### src/rtl/hct_pkg.sv
package hct_pkg;

  // field widths fixed by the item format
  localparam int unsigned KEY_W      = 34;
  localparam int unsigned PAY_W      = 64;
  localparam int unsigned OP_W       = 2;
  localparam int unsigned STATUS_W   = 2;
  localparam int unsigned SLOT_OUT_W = 4;

  // default table depth
  localparam int unsigned TABLE_SIZE_DEF = 16;

  // operation codes
  localparam logic [OP_W-1:0] OP_INSERT = 2'd0;
  localparam logic [OP_W-1:0] OP_SEARCH = 2'd1;
  localparam logic [OP_W-1:0] OP_DELETE = 2'd2;

  // status codes
  localparam logic [STATUS_W-1:0] ST_OK        = 2'd0;
  localparam logic [STATUS_W-1:0] ST_NOT_FOUND = 2'd1;
  localparam logic [STATUS_W-1:0] ST_FULL      = 2'd2;
  localparam logic [STATUS_W-1:0] ST_ZERO_KEY  = 2'd3;

  // one stored entry without its chain link
  typedef struct packed {
    logic             used;
    logic [KEY_W-1:0] key;
    logic [PAY_W-1:0] payload;
  } slot_data_t;

  // write enables of the slot store
  typedef struct packed {
    logic we_data;
    logic we_link;
  } mem_wr_t;

endpackage

### src/rtl/chained_hash_table_linear_probe.sv
// channel  | direction | handshake           | payload
// command  | in        | start, busy         | op_i, phone_key_i, name_payload_i
// result   | out       | done_o (one cycle)  | status_o, slot_index_o, found_payload_o
//
// after reset a clearing pass writes every slot with busy high.
// key zero and unknown op answer in the cycle after the transfer.
// other ops: the home slot remainder comes first (fold, reciprocal multiply and
// multiply back on one shared multiplier, then a correction), then each slot visited
// takes a read state and an evaluate state on the single registered memory read
// port, plus one or two writes.
// results cannot be stalled; each sits on the ports for the single done_o cycle.
module chained_hash_table_linear_probe import hct_pkg::*; #(
  parameter int unsigned TABLE_SIZE = TABLE_SIZE_DEF
) (
  input  logic                  clk_i,
  input  logic                  rst_ni,
  input  logic                  start,
  output logic                  busy,
  input  logic [OP_W-1:0]       op_i,
  input  logic [KEY_W-1:0]      phone_key_i,
  input  logic [PAY_W-1:0]      name_payload_i,
  output logic                  done_o,
  output logic [STATUS_W-1:0]   status_o,
  output logic [SLOT_OUT_W-1:0] slot_index_o,
  output logic [PAY_W-1:0]      found_payload_o
);

  localparam int unsigned IDX_W = (TABLE_SIZE > 1) ? $clog2(TABLE_SIZE) : 1;
  localparam int unsigned CNT_W = $clog2(TABLE_SIZE + 1);
  localparam logic [IDX_W-1:0] LastIdx = IDX_W'(TABLE_SIZE - 1);
  localparam logic [CNT_W-1:0] CntSize = CNT_W'(TABLE_SIZE);
  localparam logic [CNT_W-1:0] CntLast = CNT_W'(TABLE_SIZE - 1);

  // sequencer states
  localparam logic [3:0] S_CLEAR      = 4'd0;
  localparam logic [3:0] S_IDLE       = 4'd1;
  localparam logic [3:0] S_MOD        = 4'd2;
  localparam logic [3:0] S_INS_RD     = 4'd3;
  localparam logic [3:0] S_INS_EV     = 4'd4;
  localparam logic [3:0] S_TAIL_RD    = 4'd5;
  localparam logic [3:0] S_TAIL_EV    = 4'd6;
  localparam logic [3:0] S_LINK_WR    = 4'd7;
  localparam logic [3:0] S_SRCH_RD    = 4'd8;
  localparam logic [3:0] S_SRCH_EV    = 4'd9;
  localparam logic [3:0] S_DEL_RD     = 4'd10;
  localparam logic [3:0] S_DEL_EV     = 4'd11;
  localparam logic [3:0] S_DEL_RELINK = 4'd12;

  logic [3:0]          state_q, state_d;
  logic [CNT_W-1:0]    n_q, n_d;
  logic [IDX_W-1:0]    cur_q, cur_d;
  logic [IDX_W-1:0]    home_q, home_d;
  logic [IDX_W-1:0]    free_q, free_d;
  logic [IDX_W-1:0]    prev_q, prev_d;
  logic                prev_v_q, prev_v_d;
  logic [IDX_W:0]      link_sv_q, link_sv_d;
  logic [OP_W-1:0]     op_q, op_d;
  logic [KEY_W-1:0]    key_q, key_d;
  logic [PAY_W-1:0]    pay_q, pay_d;

  logic                done_q, done_d;
  logic [STATUS_W-1:0] status_q, status_d;
  logic [IDX_W-1:0]    slot_q, slot_d;
  logic [PAY_W-1:0]    fpay_q, fpay_d;

  logic                mod_start;
  logic                mod_done;
  logic [IDX_W-1:0]    mod_rem;

  mem_wr_t             wr;
  logic [IDX_W-1:0]    waddr;
  slot_data_t          wdata;
  logic [IDX_W:0]      wlink;
  logic [IDX_W-1:0]    raddr;
  slot_data_t          rdata;
  logic [IDX_W:0]      rlink;
  logic [IDX_W-1:0]    cur_next;
  logic [IDX_W+SLOT_OUT_W-1:0] slot_wide;

  hct_mod #(
    .TABLE_SIZE(TABLE_SIZE),
    .IDX_W     (IDX_W)
  ) u_mod (
    .clk_i  (clk_i),
    .rst_ni (rst_ni),
    .start_i(mod_start),
    .key_i  (phone_key_i),
    .done_o (mod_done),
    .rem_o  (mod_rem)
  );

  hct_mem #(
    .TABLE_SIZE(TABLE_SIZE),
    .IDX_W     (IDX_W)
  ) u_mem (
    .clk_i  (clk_i),
    .wr_i   (wr),
    .waddr_i(waddr),
    .wdata_i(wdata),
    .wlink_i(wlink),
    .raddr_i(raddr),
    .rdata_o(rdata),
    .rlink_o(rlink)
  );

  // linear probe step with wrap
  assign cur_next = (cur_q == LastIdx) ? '0 : cur_q + 1'b1;
  assign raddr    = cur_q;
  assign busy     = (state_q != S_IDLE);

  // sequencer
  always_comb begin
    state_d   = state_q;
    n_d       = n_q;
    cur_d     = cur_q;
    home_d    = home_q;
    free_d    = free_q;
    prev_d    = prev_q;
    prev_v_d  = prev_v_q;
    link_sv_d = link_sv_q;
    op_d      = op_q;
    key_d     = key_q;
    pay_d     = pay_q;
    done_d    = 1'b0;
    status_d  = status_q;
    slot_d    = slot_q;
    fpay_d    = fpay_q;
    mod_start = 1'b0;
    wr        = '0;
    waddr     = cur_q;
    wdata     = '0;
    wlink     = '0;

    unique case (state_q)
      S_CLEAR: begin
        wr.we_data = 1'b1;
        wr.we_link = 1'b1;
        cur_d      = cur_next;
        if (cur_q == LastIdx) begin
          state_d = S_IDLE;
        end
      end

      S_IDLE: begin
        if (start) begin
          op_d  = op_i;
          key_d = phone_key_i;
          pay_d = name_payload_i;
          if (phone_key_i == '0) begin
            done_d   = 1'b1;
            status_d = ST_ZERO_KEY;
            slot_d   = '0;
            fpay_d   = '0;
          end else begin
            unique case (op_i) inside
              OP_INSERT, OP_SEARCH, OP_DELETE: begin
                mod_start = 1'b1;
                state_d   = S_MOD;
              end
              default: begin
                done_d   = 1'b1;
                status_d = ST_NOT_FOUND;
                slot_d   = '0;
                fpay_d   = '0;
              end
            endcase
          end
        end
      end

      S_MOD: begin
        if (mod_done) begin
          cur_d    = mod_rem;
          home_d   = mod_rem;
          n_d      = '0;
          prev_v_d = 1'b0;
          unique case (op_q)
            OP_INSERT: state_d = S_INS_RD;
            OP_SEARCH: state_d = S_SRCH_RD;
            default:   state_d = S_DEL_RD;
          endcase
        end
      end

      // probe for a free slot starting at home
      S_INS_RD: state_d = S_INS_EV;

      S_INS_EV: begin
        if (!rdata.used) begin
          wr.we_data    = 1'b1;
          wr.we_link    = 1'b1;
          wdata.used    = 1'b1;
          wdata.key     = key_q;
          wdata.payload = pay_q;
          free_d        = cur_q;
          if (cur_q == home_q) begin
            done_d   = 1'b1;
            status_d = ST_OK;
            slot_d   = cur_q;
            fpay_d   = '0;
            state_d  = S_IDLE;
          end else begin
            cur_d   = home_q;
            n_d     = '0;
            state_d = S_TAIL_RD;
          end
        end else if (n_q == CntLast) begin
          done_d   = 1'b1;
          status_d = ST_FULL;
          slot_d   = '0;
          fpay_d   = '0;
          state_d  = S_IDLE;
        end else begin
          n_d     = n_q + 1'b1;
          cur_d   = cur_next;
          state_d = S_INS_RD;
        end
      end

      // walk the home chain to its tail
      S_TAIL_RD: state_d = S_TAIL_EV;

      S_TAIL_EV: begin
        if (!rlink[IDX_W] || rlink[IDX_W-1:0] == free_q) begin
          state_d = S_LINK_WR;
        end else begin
          cur_d = rlink[IDX_W-1:0];
          n_d   = n_q + 1'b1;
          if (n_q + 1'b1 == CntSize) begin
            state_d = S_LINK_WR;
          end else begin
            state_d = S_TAIL_RD;
          end
        end
      end

      S_LINK_WR: begin
        wr.we_link = 1'b1;
        wlink      = {1'b1, free_q};
        done_d     = 1'b1;
        status_d   = ST_OK;
        slot_d     = free_q;
        fpay_d     = '0;
        state_d    = S_IDLE;
      end

      // search along the chain
      S_SRCH_RD: state_d = S_SRCH_EV;

      S_SRCH_EV: begin
        if (rdata.used && rdata.key == key_q) begin
          done_d   = 1'b1;
          status_d = ST_OK;
          slot_d   = cur_q;
          fpay_d   = rdata.payload;
          state_d  = S_IDLE;
        end else if (!rlink[IDX_W] || n_q + 1'b1 == CntSize) begin
          done_d   = 1'b1;
          status_d = ST_NOT_FOUND;
          slot_d   = '0;
          fpay_d   = '0;
          state_d  = S_IDLE;
        end else begin
          cur_d   = rlink[IDX_W-1:0];
          n_d     = n_q + 1'b1;
          state_d = S_SRCH_RD;
        end
      end

      // delete: clear the match, then relink its predecessor if there is one
      S_DEL_RD: state_d = S_DEL_EV;

      S_DEL_EV: begin
        if (!rdata.used) begin
          done_d   = 1'b1;
          status_d = ST_NOT_FOUND;
          slot_d   = '0;
          fpay_d   = '0;
          state_d  = S_IDLE;
        end else if (rdata.key == key_q) begin
          wr.we_data = 1'b1;
          wr.we_link = 1'b1;
          link_sv_d  = rlink;
          slot_d     = cur_q;
          status_d   = ST_OK;
          fpay_d     = '0;
          if (prev_v_q) begin
            state_d = S_DEL_RELINK;
          end else begin
            done_d  = 1'b1;
            state_d = S_IDLE;
          end
        end else if (!rlink[IDX_W] || n_q + 1'b1 == CntSize) begin
          done_d   = 1'b1;
          status_d = ST_NOT_FOUND;
          slot_d   = '0;
          fpay_d   = '0;
          state_d  = S_IDLE;
        end else begin
          prev_d   = cur_q;
          prev_v_d = 1'b1;
          cur_d    = rlink[IDX_W-1:0];
          n_d      = n_q + 1'b1;
          state_d  = S_DEL_RD;
        end
      end

      S_DEL_RELINK: begin
        wr.we_link = 1'b1;
        waddr      = prev_q;
        wlink      = link_sv_q;
        done_d     = 1'b1;
        state_d    = S_IDLE;
      end

      default: state_d = S_IDLE;
    endcase
  end

  // control state
  always_ff @(posedge clk_i or negedge rst_ni) begin
    if (!rst_ni) begin
      state_q  <= S_CLEAR;
      cur_q    <= '0;
      n_q      <= '0;
      prev_v_q <= 1'b0;
      done_q   <= 1'b0;
    end else begin
      state_q  <= state_d;
      cur_q    <= cur_d;
      n_q      <= n_d;
      prev_v_q <= prev_v_d;
      done_q   <= done_d;
    end
  end

  // payload registers
  always_ff @(posedge clk_i) begin
    home_q    <= home_d;
    free_q    <= free_d;
    prev_q    <= prev_d;
    link_sv_q <= link_sv_d;
    op_q      <= op_d;
    key_q     <= key_d;
    pay_q     <= pay_d;
    status_q  <= status_d;
    slot_q    <= slot_d;
    fpay_q    <= fpay_d;
  end

  // result ports, slot masked to the output width
  assign slot_wide       = {{SLOT_OUT_W{1'b0}}, slot_q};
  assign done_o          = done_q;
  assign status_o        = status_q;
  assign slot_index_o    = slot_wide[SLOT_OUT_W-1:0];
  assign found_payload_o = fpay_q;

endmodule

### src/rtl/hct_mem.sv
module hct_mem import hct_pkg::*; #(
  parameter int unsigned TABLE_SIZE = TABLE_SIZE_DEF,
  parameter int unsigned IDX_W      = $clog2(TABLE_SIZE)
) (
  input  logic             clk_i,
  input  mem_wr_t          wr_i,
  input  logic [IDX_W-1:0] waddr_i,
  input  slot_data_t       wdata_i,
  input  logic [IDX_W:0]   wlink_i,
  input  logic [IDX_W-1:0] raddr_i,
  output slot_data_t       rdata_o,
  output logic [IDX_W:0]   rlink_o
);

  // entry data and chain links, link msb is the valid flag
  slot_data_t     data_mem [TABLE_SIZE];
  logic [IDX_W:0] link_mem [TABLE_SIZE];

  // write port
  always_ff @(posedge clk_i) begin
    if (wr_i.we_data) begin
      data_mem[waddr_i] <= wdata_i;
    end
    if (wr_i.we_link) begin
      link_mem[waddr_i] <= wlink_i;
    end
  end

  // registered read port
  always_ff @(posedge clk_i) begin
    rdata_o <= data_mem[raddr_i];
    rlink_o <= link_mem[raddr_i];
  end

endmodule

### src/rtl/hct_mod.sv
module hct_mod import hct_pkg::*; #(
  parameter int unsigned TABLE_SIZE = TABLE_SIZE_DEF,
  parameter int unsigned IDX_W      = $clog2(TABLE_SIZE)
) (
  input  logic             clk_i,
  input  logic             rst_ni,
  input  logic             start_i,
  input  logic [KEY_W-1:0] key_i,
  output logic             done_o,
  output logic [IDX_W-1:0] rem_o
);

  // fold split of the key and fixed point scale of the reciprocal
  localparam int unsigned LO_W   = 17;
  localparam int unsigned X_W    = 28;
  localparam int unsigned PROD_W = 2 * X_W;
  localparam logic [X_W-1:0] FoldW   = X_W'((1 << LO_W) % TABLE_SIZE);
  localparam logic [X_W-1:0] Recip   = X_W'((1 << X_W) / TABLE_SIZE);
  localparam logic [X_W-1:0] Modulus = X_W'(TABLE_SIZE);

  // sequencer steps
  localparam logic [2:0] M_IDLE  = 3'd0;
  localparam logic [2:0] M_FOLD  = 3'd1;
  localparam logic [2:0] M_RECIP = 3'd2;
  localparam logic [2:0] M_BACK  = 3'd3;
  localparam logic [2:0] M_FIX   = 3'd4;

  logic [2:0]        step_q, step_d;
  logic              done_q, done_d;
  logic [KEY_W-1:0]  key_q, key_d;
  logic [X_W-1:0]    acc_q, acc_d;
  logic [X_W-1:0]    quot_q, quot_d;
  logic [X_W-1:0]    mul_a;
  logic [X_W-1:0]    mul_b;
  logic [PROD_W-1:0] prod;

  // shared multiplier
  assign prod = {{X_W{1'b0}}, mul_a} * {{X_W{1'b0}}, mul_b};

  // fold the high key half, estimate the quotient by reciprocal,
  // multiply back, then one compare and subtract corrects the estimate
  always_comb begin
    step_d = step_q;
    done_d = 1'b0;
    key_d  = key_q;
    acc_d  = acc_q;
    quot_d = quot_q;
    mul_a  = '0;
    mul_b  = '0;
    unique case (step_q)
      M_IDLE: begin
        if (start_i) begin
          key_d  = key_i;
          step_d = M_FOLD;
        end
      end
      M_FOLD: begin
        mul_a  = X_W'(key_q[KEY_W-1:LO_W]);
        mul_b  = FoldW;
        acc_d  = prod[X_W-1:0] + X_W'(key_q[LO_W-1:0]);
        step_d = M_RECIP;
      end
      M_RECIP: begin
        mul_a  = acc_q;
        mul_b  = Recip;
        quot_d = prod[PROD_W-1:X_W];
        step_d = M_BACK;
      end
      M_BACK: begin
        mul_a  = quot_q;
        mul_b  = Modulus;
        acc_d  = acc_q - prod[X_W-1:0];
        step_d = M_FIX;
      end
      M_FIX: begin
        if (acc_q >= Modulus) begin
          acc_d = acc_q - Modulus;
        end
        done_d = 1'b1;
        step_d = M_IDLE;
      end
      default: step_d = M_IDLE;
    endcase
  end

  // control state
  always_ff @(posedge clk_i or negedge rst_ni) begin
    if (!rst_ni) begin
      step_q <= M_IDLE;
      done_q <= 1'b0;
    end else begin
      step_q <= step_d;
      done_q <= done_d;
    end
  end

  // datapath
  always_ff @(posedge clk_i) begin
    key_q  <= key_d;
    acc_q  <= acc_d;
    quot_q <= quot_d;
  end

  assign done_o = done_q;
  assign rem_o  = acc_q[IDX_W-1:0];

endmodule

### config.mk
export PLATFORM = sky130hd
export DESIGN_NAME = chained_hash_table_linear_probe
export DESIGN_NICKNAME = d
export VERILOG_FILES = /design/src/rtl/hct_pkg.sv /design/src/rtl/chained_hash_table_linear_probe.sv /design/src/rtl/hct_mem.sv /design/src/rtl/hct_mod.sv
export SDC_FILE = /design/constraint.sdc
export NUM_CORES = 2
export LEC_CHECK = 0
export BUFFER_PORTS_ARGS = -buffer_cell sky130_fd_sc_hd__buf_2
export CELL_PAD_IN_SITES_DETAIL_PLACEMENT = 1
export CELL_PAD_IN_SITES_GLOBAL_PLACEMENT = 1
export CORE_MARGIN = 2
export CORE_UTILIZATION = 57
export CTS_BUF_LIST = sky130_fd_sc_hd__clkbuf_4
export DETAILED_ROUTE_END_ITERATION = 6
export PLACE_DENSITY = 0.9
export REMOVE_ABC_BUFFERS = 1
export SLEW_MARGIN = 20
export SYNTH_ARGS = -nofsm -noshare
export SYNTH_HDL_FRONTEND = slang
export SYNTH_SLANG_ARGS = --single-unit
### constraint.sdc
create_clock -name clk_i -period 11.1 [get_ports clk_i]
set_input_delay 1.665 -clock clk_i [delete_from_list [all_inputs] [get_ports clk_i]]
set_output_delay 1.665 -clock clk_i [all_outputs]
set_load 0.02 [all_outputs]
* Word level (Yosys, flattened, before mapping)
Memories as Yosys holds them, arrays and structs flattened. A register that Yosys moved wholly into a read port is not among the register bits. Index checks and enable logic that the tools add are counted.
Operators by class: order comparisons 1, bitwise operators 3, reduce and logical (&&, ||, !) cells 29, eq/ne operators 43, $add $sub $neg 5, multipliers 1, multiplexer cells 113
Operators by type and width (count):
- $mux 64 | 10
- $pmux 64 s5 | 1
- $mux 99 | 2
- $pmux 28 s3 | 2
- $mux 4 | 34
- $mul 28x25->53 | 1
- $pmux 25 s2 | 1
- $mux 5 | 9
- $pmux 4 s11 | 1
- $eq 34x34->1 | 1
- $logic_not 34->1 | 1
- $mux 2 | 15
- $add 28x17->28 | 1
- $ge 28x5->1 const B | 1
- $mux 28 | 1
- $sub 28x28->28 | 1
- $sub 28x5->28 const B | 1
- $pmux 5 s5 | 1
- $eq 4x4->1 const B | 6
- $mux 1 | 24
- $pmux 4 s6 | 1
- $pmux 4 s5 | 1
- $ne 2x2->1 const B | 9
- $eq 4x3->1 const B | 4
- other kinds (42) | 66
Word-level totals: word-level logic and storage cells 217, bits in registers 296, bits in writable memories 1664, memories 2
Memories:
- u_mem.data_mem | depth 16, width 99, rd ports 1, clocked after Yosys merged registers in 1, write ports 1, RTL line hct_mem.sv:16 | slot_data_t data_mem [TABLE_SIZE];
- u_mem.link_mem | depth 16, width 5, rd ports 1, clocked after Yosys merged registers in 1, write ports 1, RTL line hct_mem.sv:17 | logic [IDX_W:0] link_mem [TABLE_SIZE];

* Longest topological paths before layout
depth in word-level cells 8, mapped depth 10, mapped depth without buffers 9

* Cells and area by module
Synthesis repeated with hierarchy kept, for this count alone.
Second synthesis, totals: cell total of the unflattened synthesis 3368, area, all modules 73935.9 um^2
Modules (own cells, without submodules):
- hct_mem | area each 64353.0 um^2, cells an instance 2686, instances 1
- chained_hash_table_linear_probe | area each 9029.9 um^2, cells an instance 643, instances 1
- hct_mod | area each 553.0 um^2, cells an instance 39, instances 1

* Least setup slack after synthesis
OpenSTA, ideal clock, no wires.
path type in2reg, start input port start, end register fpay_q[0] (netlist: found_payload_o[0]), enable pin, path buffers 0, slack 1.289 ns, setup time 0.602 ns, required time 10.498 ns, stages on the path 4, arrival 9.208 ns, path through nand2_1 inv_1 nand2_1 a211oi_1
Between the ends: word-level cells in the longest chain between the ends 2
RTL lines:
- from (decl) | RTL line chained_hash_table_linear_probe.sv:17 | input logic start,
- $ne 2x2->1 (no line)
- $reduce_and 5->1 (no line)
- to (signal assigned) | RTL line chained_hash_table_linear_probe.sv:348 | fpay_q <= fpay_d;
- to (decl) | RTL line chained_hash_table_linear_probe.sv:64 | logic [PAY_W-1:0] fpay_q, fpay_d;
No other way between the ends. A chain may end at the register's enable or synchronous reset.

==> impl_metrics.tcl <==
set metrics [dict create \
    overflow 0 \
    synth.avg_cell_area_um2 19.1 \
    async_reset_ff_share_pct 0.959 \
    grt_usage_pct 36.7 \
    drc_errors 0 \
    drv_cap 0 \
    dp.cells 5699 \
    crit_top_cell "buf_4" \
    initial_core_util_pct 57.2 \
    antenna_found_initial 12 \
    ant_nets 0 \
    viasPerCell 7.08 \
    yosysWarnings 0 \
    synth_compound_area_share_pct 5.75 \
    dieArea_um2 135000 \
    cp_data_arrival_time_ns 7.63 \
    synth_area_leaders "edfxtp_1 74%, mux4_2 6.2%, mux2i_1 4.2%" \
    finalHoldViolCount 0 \
    detail_route.iter0.violations 8059 \
    synth_fa_ha_area_share_pct 0.0500 \
    stdcell_count 6577 \
    slew_headroom_pct 15.8 \
    setup_ws_ns 4.75 \
    critPathBufInv 4 \
    switching_share_pct 38.0 \
    seq_power_share_pct 43.2 \
    power.internal_w 0.0149 \
    rsz0062_at_grt "false" \
    period_needed_ns 6.35 \
    clockBufferDepth 4 \
    post_drt_wl_per_cell_um 39.3 \
    synth_common_cells "1,859 x edfxtp_1, 314 x mux2i_1, 216 x o21ai_0, 208 x mux4_2, 146 x clkbuf_1" \
    crit_path_top_delay_cell "dfrtp_4" \
    vias 46600 \
    rows 133 \
    critical_path_required_ns 12.38 \
    fin_skew_ns 0.193 \
    setup_viol 0 \
    comb_power_share_pct 29.6 \
    synth_edf_count 1859 \
    grt_max_degree 133 \
    core_um2 131000 \
    synth_most_common_cell "edfxtp_1" \
    synth-seq-cells 1982 \
    n_fill_cell 11300 \
    critPathTopFamily "buffers and inverters" \
    synthDistinctLibCells 59 \
    ctsHoldBuffers 0 \
    clkLatencyLatePin_ns 1.46 \
    drive_gt1_share_pct 27.9 \
    ir_drop_uv 248 \
    cts_made_buffers 480 \
    yosysTopAreaCell "edfxtp_1" \
    clock.fmax_mhz 157 \
    crit_type "register to register" \
    synthesis.area_um2 75000 \
    place_congestion 0.805 \
    hpwl_um 115000 \
    critPathMaxStageDelay_ns 0.96 \
    drv_slew 0 \
    synth_xor_area_share_pct 0.514 \
    die_w_um 367 \
    seq_area_frac_synth_pct 77.8 \
    start_kind "register" \
    hold_ws_ns 0.271 \
    nets 4538 \
    crit_path_end_kind "register" \
    crit_chain "buf_4 -> buf_12 -> buf_4 -> buf_4 -> mux2_2 -> o21ai_0 -> a21oi_1 -> o21ai_0 -> nand2_1" \
    firstDrtPassIters 6 \
    status "finished clean" \
    fp.dieH_um 367 \
    totalWireLength_um 258000 \
    synth-main-ff-cell "edfxtp_1" \
    cts_setup_buffers 0 \
    power.leakage_nw 29.4 \
    finalCritPeriodShare_pct 57.2 \
    synth_mux_area_share_pct 12.1 \
    port_buffers 174 \
    worstMarginPinSlew_ns 1.26 \
    fin_setup_tns_ns 0 \
    synth_top_cell_area_share_pct 74.4 \
    syn_inst 3924 \
    cts_tree "done" \
    power_frac_clock_pct 27.2 \
    clock_sinks 1982 \
    area_delta_synth_final_pct 12.3 \
    grt_pass1_wl_um 355000 \
    power.switching_w 0.00913 \
    yosys.area_share.simple_pct 2.61 \
    cts_resized 0 \
    synth_top_family_by_area "multiplexers" \
    p_per_area_nw_per_um2 285 \
    htree_levels 5 \
    io-pin-count 175 \
    crit_fanout 131 \
    clk_pin_slew_worst_paths_ns 0.09 \
    grt_pass1_vias 49300 \
    holdCritPathClass "input pin to asynchronous set/reset pin" \
    cts-root-buf "clkbuf_4" \
    dpl_worst_slack_ns 5.09 \
]
power by group through the flow:
stage / clock network (W) / logic [W] / registers, W
6_report: 0.00654 / 0.00712 / 0.0104
5_1_grt: 0.00682 / 0.00728 / 0.0104
4_1_cts: 0.00640 / 0.00685 / 0.0103
3_5_place_dp: 0 / 0.00648 / 0.0104
3_3_place_gp: 0 / 0.00607 / 0.0102
2_1_floorplan: 0 / 0.00448 / 0.0106
cell usage in the layout (no fill, tap or decap), types with 10 or more instances in the layout:
master / count
mux4_2: 208
o21ai_0: 216
clkbuf_4: 728
nor2_4: 17
clkinv_1: 113
buf_12: 13
nor2_1: 36
mux2_2: 105
buf_4: 50
clkinv_2: 12
nor4_1: 13
a21oi_1: 112
mux2i_1: 314
buf_2: 174
edfxtp_1: 1859
dfxtp_1: 104
nand4_1: 13
a22oi_1: 104
nand2_1: 141
a22o_1: 71
xnor2_1: 39
dfrtp_1: 15
a221oi_1: 105
and2_1: 107
nand3_1: 10
registers in the layout (all words and copies together) (netlist names), 5 cells and up:
signal	cells
u_mem.rdata_o	99
key_q	34
n_q	5
u_mem.link_mem	80
u_mem.rlink_o	5
pay_q	64
link_sv_q	5
found_payload_o	64
u_mem.data_mem	1584
stage by stage:
step | util, % | instance area, um^2 | total power (W)
floorplan | - | 74200 | 0.0151
global placement | 59.5 | 78000 | 0.0163
detailed placement | 59.5 | 78000 | 0.0169
CTS | 64.1 | 84100 | 0.0236
global route | 64.3 | 84300 | 0.0245
finish | 64.3 | 84300 | 0.0240
worst reg2reg max path, stage by stage, from the launching register on:
cell and delay (ns):
dfrtp_4 0.96, buf_4 0.79, buf_12 0.84, buf_4 1.09, buf_4 1.06, mux2_2 0.48, o21ai_0 0.38, a21oi_1 0.16
o21ai_0 0.32, nand2_1 0.15
final cells by class:
| class | instances | area, um^2 | area share [%] |
|---|---|---|---|
| repair buffers | 241 | 1600 | 1.90 |
| flip-flops and latches | 1982 | 58400 | 69.3 |
| multi-input cells | 1717 | 16000 | 18.9 |
| inverters | 10 | 42.5 | 0.0505 |
| diodes | 9 | 22.5 | 0.0267 |
| clock inverters | 135 | 616 | 0.730 |
| clock buffers | 728 | 5470 | 6.48 |
| well taps | 1755 | 2200 | 2.61 |
path summary, 6_finish.rpt:
path | end | start | cells after the start | slack [ns]
max in group asynchronous | u_mod.step_q[0] | rst_ni | 1 | 10.31
hold / removal | n_q[2] | rst_ni | 1 | 0.27
setup reg to reg | u_mem.rdata_o[50] | cur_q[0] | 9 | 4.75
min in group clk_i | pay_q[49] | name_payload_i[49] | 1 | 0.43
hold reg to reg | home_q[3] | u_mod.acc_q[3] | 0 | 0.44
setup / recovery | u_mem.rdata_o[50] | cur_q[0] | 9 | 4.75
per-layer routing:
| metal | part of all wire [%] | wire (um) | up-vias | GRT usage (%) |
|---|---|---|---|---|
| met5 | 0.031 | 79 | - | 0 |
| met4 | 6.0 | 15600 | 14 | 20.8 |
| met3 | 12 | 30100 | 1055 | 8.68 |
| met2 | 49 | 127000 | 4722 | 60.2 |
| met1 | 33 | 85700 | 23600 | 45.0 |
| li1 | - | - | 17200 | - |
cell families (layout without fill, tap and decap cells):
logic type	after synthesis	in the layout
other	0	9
adders and majority gates	3	3
buffers and inverters	225	1114
muxes	632	632
xor gates and xnor gates	44	44
AOI/OAI and AO/OA	649	649
DFF	1982	1982
and+or+nand+nor	389	389
Note: power is estimated with default switching activity, not from simulation.
